**src/rtl/cia_pkg.sv**
```systemverilog
package cia_pkg;

    localparam int unsigned WORD_W     = 64;
    localparam int unsigned OP_W       = 4;
    localparam int unsigned ST_W       = 2;
    // One quotient bit and one multiplier bit per cell.
    localparam int unsigned NUM_STAGES = WORD_W;

    typedef enum logic [OP_W-1:0] {
        OP_ADD  = 4'd0,
        OP_SUB  = 4'd1,
        OP_MUL  = 4'd2,
        OP_FDIV = 4'd3,
        OP_FMOD = 4'd4,
        OP_QUOT = 4'd5,
        OP_REM  = 4'd6,
        OP_EQ   = 4'd7,
        OP_LT   = 4'd8
    } op_t;

    typedef enum logic [ST_W-1:0] {
        ST_OK   = 2'd0,
        ST_OVF  = 2'd1,
        ST_DIV0 = 2'd2
    } status_t;

    // Context riding with an item down the chain.
    typedef struct packed {
        logic              vld;
        logic [OP_W-1:0]   op;
        logic [WORD_W-1:0] a;
        logic [WORD_W-1:0] b;
        logic              neg_a;
        logic              neg_b;
        logic [WORD_W-1:0] mag_b;
        logic [WORD_W-1:0] dvd;     // dividend bits still to shift in
        logic [WORD_W:0]   rem;     // partial remainder
        logic [WORD_W-1:0] quo;     // quotient bits so far
        logic [2*WORD_W-1:0] prod;  // product accumulator (magnitudes)
    } cell_data_t;

endpackage

```
**src/rtl/cia_cell.sv**
```systemverilog
// One chain cell: one restoring divide step and one 1-bit multiply step.
module cia_cell
(
    input  logic                clk,
    input  logic                rst_n,
    input  logic                advance,
    input  logic [5:0]          step_idx,
    input  cia_pkg::cell_data_t din,
    output cia_pkg::cell_data_t dout
);
    import cia_pkg::*;

    cell_data_t         data_next;
    cell_data_t         data_reg;
    logic               vld_reg;
    logic [WORD_W:0]    trial;
    logic [WORD_W:0]    shifted;
    logic [WORD_W-1:0]  mag_a;

    always_comb
    begin
        data_next = din;
        shifted   = {din.rem[WORD_W-1:0], din.dvd[WORD_W-1]};
        trial     = shifted - {1'b0, din.mag_b};
        data_next.dvd = {din.dvd[WORD_W-2:0], 1'b0};
        if (!trial[WORD_W])
        begin
            data_next.rem = trial;
            data_next.quo = {din.quo[WORD_W-2:0], 1'b1};
        end
        else
        begin
            data_next.rem = shifted;
            data_next.quo = {din.quo[WORD_W-2:0], 1'b0};
        end
        mag_a = din.neg_a ? (~din.a + 1'b1) : din.a;
        if (mag_a[step_idx])
            data_next.prod = din.prod
                + ({{WORD_W{1'b0}}, din.mag_b} << step_idx);
    end

    always_ff @(posedge clk or negedge rst_n)
    begin
        if (!rst_n)
            vld_reg <= 1'b0;
        else if (advance)
            vld_reg <= din.vld;
    end

    always_ff @(posedge clk)
    begin
        if (advance)
            data_reg <= data_next;
    end

    always_comb
    begin
        dout     = data_reg;
        dout.vld = vld_reg;
    end
endmodule

```
**config.mk**
```make
export PLATFORM = sky130hd
export DESIGN_NAME = cia_cell
export DESIGN_NICKNAME = d
export VERILOG_FILES = /design/src/rtl/cia_pkg.sv /design/src/rtl/cia_cell.sv
export SDC_FILE = /design/constraint.sdc
export NUM_CORES = 1
export LEC_CHECK = 0
export BUFFER_PORTS_ARGS = -buffer_cell sky130_fd_sc_hd__clkbuf_2
export CORE_AREA = 2 2 410 412
export CTS_CLUSTER_SIZE = 25
export DETAILED_ROUTE_END_ITERATION = 6
export DIE_AREA = 0 0 412 414
export HOLD_SLACK_MARGIN = 0.02
export PLACE_DENSITY = 0.5
export SLEW_MARGIN = 0
export SYNTH_ARGS = -nofsm -noshare
export SYNTH_HDL_FRONTEND = slang
export SYNTH_SLANG_ARGS = --single-unit
export TNS_END_PERCENT = 10
```
**constraint.sdc**
```tcl
create_clock -name clk -period 1.1 [get_ports clk]
set_input_delay 0.11 -clock clk [delete_from_list [all_inputs] [get_ports clk]]
set_output_delay 0.11 -clock clk [all_outputs]
set_load 0.05 [all_outputs]
```
# After elaboration in Yosys (flattened, before gate mapping)
# Index checks and enable logic that the tools add are counted.
[classes]
n_mul = 0
n_eq_ne = 0
muxes = 5
order_cmp = 1
n_shift = 1
reduce_logical = 0
bitwise_logic = 1
div = 0
add_sub_neg = 3
[op_table]
columns = ["op", "count"]
rows = [
  ["$mux W128", 2],
  ["$add A128 B128 Y128", 1],
  ["$shl A64 B6 Y128", 1],
  ["$sub A65 B64 Y65", 1],
  ["$add A64 B1 Y64 const B", 1],
  ["$mux W64", 1],
  ["$not A64 Y64", 1],
  ["$lt A6 B7 Y1 const B", 1],
  ["$bmux W1 S6", 1],
  ["$mux W1", 1],
]
[word_totals]
latchBits = 0
reg_bits = 519
mem_bits_rw = 0
n_memories = 0
input_bits = 529
mem_bits_ro = 0
out_inout_bits = 520
word_cells = 23

# Logic depth before layout (Yosys ltp)
[logic_depth]
word_depth = 6
mapped_depth = 29
mapped_depth_nobuf = 22

# Worst setup path after synthesis
# OpenSTA, ideal clock, no wires.
[synth_timing]
path_kind = "input -> register"
start = "input step_idx[0]"
end = "register data_reg (netlist bit dout[109]) (data pin)"
setup_time_ns = 0.267
path_buffers = 7
path_stages = 23
t_arrival_ns = 6.701
path_slack_ns = -5.867
t_required_ns = 0.833
cell_sequence = "clkbuf_1 clkbuf_1 buf_1 buf_2 buf_1 buf_1 mux4_2 mux2i_1 nand2_1 a31o_2 nand2_1 o21ai_0 ha_1 clkbuf_1 nand4_1 or3_1 or4_1 o31ai_1 a211oi_1 o41ai_1 a21o_1 xnor2_1 o21ai_0"
[synth_rtl]
columns = ["element", "line", "rtl"]
rows = [
  ["start: declaration", "cia_cell.sv:7", "input logic [5:0] step_idx,"],
  ["end signal: assignment", "cia_cell.sv:53", "data_reg <= data_next;"],
  ["end: declaration", "cia_cell.sv:14", "cell_data_t data_reg;"],
]

==> metrics.md <==
| Metric | Value |
|---|---|
| Status | `finished with violations` |
| Failing checks | `negative hold slack, negative setup slack` |
| Core Footprint | `166,300 um2` |
| Synth warn | `0` |
| Via count | `43,564` |
| Netlist cell types | `89` |
| Worst hold slack | `-0.04074 ns` |
| Pwr Density | `1376 nW/um2` |
| Vias in the first global route | `43,741` |
| Initial antenna violation count | `42` |
| Largest area contributor in the netlist | `edfxtp_1` |
| Crit share post-route | `3.987` |
| Global-route wire length before repair | `about 320 mm` |
| Slack of the critical path | `-3.286 ns` |
| Unrepaired setup endpoints after global routing | `yes` |
| Syn Nets | `4,537` |
| I/O pins | `1,049` |
| Routability cong. | `0.9742` |
| DRC | `0` |
| Grt ovf | `0` |
| Tmin final | `4.386 ns` |
| CTS tree | `done` |
| Port Buf Inserts | `around 1,000` |
| Largest net degree at the start of global routing | `just under 50` |
| Most frequent cells in the layout | `1,504 x buf_4, 1,001 x clkbuf_2, 520 x dlygate4sd3_1` |
| CTS Sinks | `between 500 and 600` |
| Required time worst endpoint | `1.53 ns` |
| Nets | `7,527` |
| Mux share of post-synthesis cell area | `0.08700` |
| Final Slew Violations | `0` |
| Layout area overhead | `83.26%` |
| Netlist area before placement | `approximately 37,000 um2` |
| Crit Path Max Fanout | `7` |
| Register bit total from synthesis | `519` |
| Critical Path Source Type | `input pin` |
| Vias/cell | `about 4.8` |
| Seq/Total Area, Yosys | `0.4228` |
| Max IR drop VDD | `~1.3 mV` |
| Die ar. | `170,600 um2` |
| Max reg flops | `between 500 and 600` |
| Setup Skew | `0 ns` |
| Largest family of logic cells by synthesized area | `compound AO/OA/AOI/OAI gates` |
| Row Count | `150` |
| CTS Buf Count | `61` |
| CTS clock-pin slew for the worst setup and hold paths | `0.06 ns` |
| Fraction of the mapped netlist area in simple logic gates | `0.1462` |
| Root Driver | `clkbuf_16` |
| Post-Synth Adder-Cell Area | `0.06628` |
| DRT Pass-1 Iters | `5` |
| Max-cap viol count | `0` |
| Pleak | `~30 nW` |
| DR WL/cell | `25.50 um` |
| Final instance area | `a little under 70,000 um2` |
| Dpl hpwl | `191.7 mm` |
| Die Width | `between 400 and 500 um` |
| Share of layout cells above drive strength 1 | `0.4955` |
| Crit Path Class | `input pin to flop` |
| Synth area leaders | `edfxtp_1 42%, ha_1 6.5%, nand2_1 4.9%` |
| CTS H-tree lvls | `2` |
| Area after DPL | `55,970 um2` |
| Arrival @ worst endpoint | `4.82 ns` |
| Fillers | `16,565` |
| Most common cell after layout, fill and taps aside | `buf_4` |
| Slew @ Worst Pin | `just under 0.6 ns` |
| Post-Route WL | `between 200 and 250 mm` |
| Element type at the critical path end | `flop` |
| Xor/xnor share of the synthesized area | `0.04992` |
| Final setup fails | `between 700 and 800` |
| Antenna viol nets, final | `0` |
| Final Hold Fails | `1` |
| Min-delay worst type | `input pin to flop` |
| Initial core utilization | `0.2216` |
| Synth top area share | `0.4222` |
| Post-Synthesis Cells | `3,814` |
| Final Total Pwr | `0.09294 W` |
| Die Ht | `414 um` |
| Setup_tns | `-709.32 ns` |
| Top_reg_cell synth | `edfxtp_1` |
| GRT Total Usage | `0.2589` |
| Max Fclk | `0.2280 GHz` |
| Async set-reset flop share out of synthesis | `0.001927` |
| Relative slew margins | `0.6012` |
| Syn Area/Cell | `9.661 um2` |
| EDFF count, synth | `518` |
| Clock Latency Late Sink | `0.66 ns` |
| Post-synthesis compound-gate area fraction | `0.1870` |
| CTS max path bufs | `3` |
| Drt first-iter violations | `between 3,000 and 4,000` |
[Yosys cell counts (all sizes together), types with 34 or more instances]
library cell,number
edfxtp,518
nand2,484
a21oi,319
o21ai,301
nor2,296
ha,192
clkbuf,169
inv,138
xnor2,119
mux2i,102
mux2,92
xor2,91
nand4,90
a21o,80
nand3,61
buf,55
o21bai,55
nor3,54
mux4,51
a31oi,43
nor2b,37
o31ai,37
o21a,34
[logic make-up (layout without fill, tap and decap cells)]
kind of cell,after synthesis,count (layout)
flip-flops,519,519
adder cells (fa/ha/maj),194,194
AND/OR/NAND/NOR,1182,1182
other,1,26
multiplexers,245,245
XOR/XNOR,210,210
AO/OA/AOI/OAI,1100,1100
buffers and inverters,363,3403
[metal layers]
metal  vias up  part of all wire  global-route usage
met1     21153              0.40              0.3095
li1      20322                 -                   -
met2      1683              0.49              0.4501
met3       392             0.064             0.04442
met5         -           0.00039                   0
met4        14             0.053              0.1173
[final timing paths]
path                            depth (start not counted)  slack (ns)         from        end
worst max-delay path                                   27       -3.29  step_idx[0]  dout[121]
worst min-delay path                                    3       -0.04       din[1]    dout[1]
worst max register to register                          1        0.36      vld_reg    vld_reg
worst min register to register                          1        0.51      vld_reg    vld_reg
max in group asynchronous                               3        0.73        rst_n    vld_reg
min in group asynchronous                               3        0.26        rst_n    vld_reg
[power by group]
part | internal, W | total, W | switching [W]
combinational | 0.0180 | 0.0441 | 0.0261
sequential | 0.0247 | 0.0259 | 0.00117
clock | 0.0134 | 0.0229 | 0.00948
[per-stage QoR]
step / worst slack (ns) / utilization / hold slack, ns / cells
after floorplan: -3.937 / - / -0.1856 / 3814
after global placement: -4.705 / 0.3366 / -0.1139 / 8323
after detailed placement: -4.688 / 0.3366 / -0.1130 / 8323
after CTS: -3.175 / 0.3978 / -0.08762 / 9023
after global routing: -3.381 / 0.4059 / -0.06709 / 9069
final: -3.286 / 0.4061 / -0.04074 / 9083
[critical path, stage by stage]
cell and delay, ns:
buf_16 0.12, buf_12 0.13, buf_16 0.12, mux4_2 0.55, mux2i_2 0.21, nand2_1 0.09
nand2_2 0.10, buf_4 0.14, nor2_4 0.04, a31o_4 0.23, nand2_2 0.06, o21ai_2 0.08
ha_4 0.26, a21oi_2 0.17, o21ai_2 0.08, a211oi_2 0.23, buf_4 0.15, o32ai_2 0.10
a2111oi_4 0.26, o31ai_4 0.15, a211oi_4 0.35, buf_6 0.15, o41ai_2 0.05, buf_4 0.16
a21o_4 0.26, a2111oi_4 0.36, a211oi_2 0.06
[cell type report]
class,instances,area (um2),area share
clock buffer,67,1570,0.02325
timing repair buffer,3151,23540,0.3486
clock inverter,46,638.1,0.009450
tap,2204,2758,0.04084
sequential,519,15580,0.2307
inverter,139,521.8,0.007727
multi-input combinational,2932,22850,0.3384
antenna,25,62.56,0.0009265
[repair_timing]
item,4_1_cts,5_1_grt
setup endpoints to repair,713,713
setup buffers,65,35
gates cloned,5,0
endpoints found under the hold margin,547,3
pin swaps,120,85
hold buffers,520,2
resized for setup,499,243
Note: power is estimated with default switching activity, not from simulation.
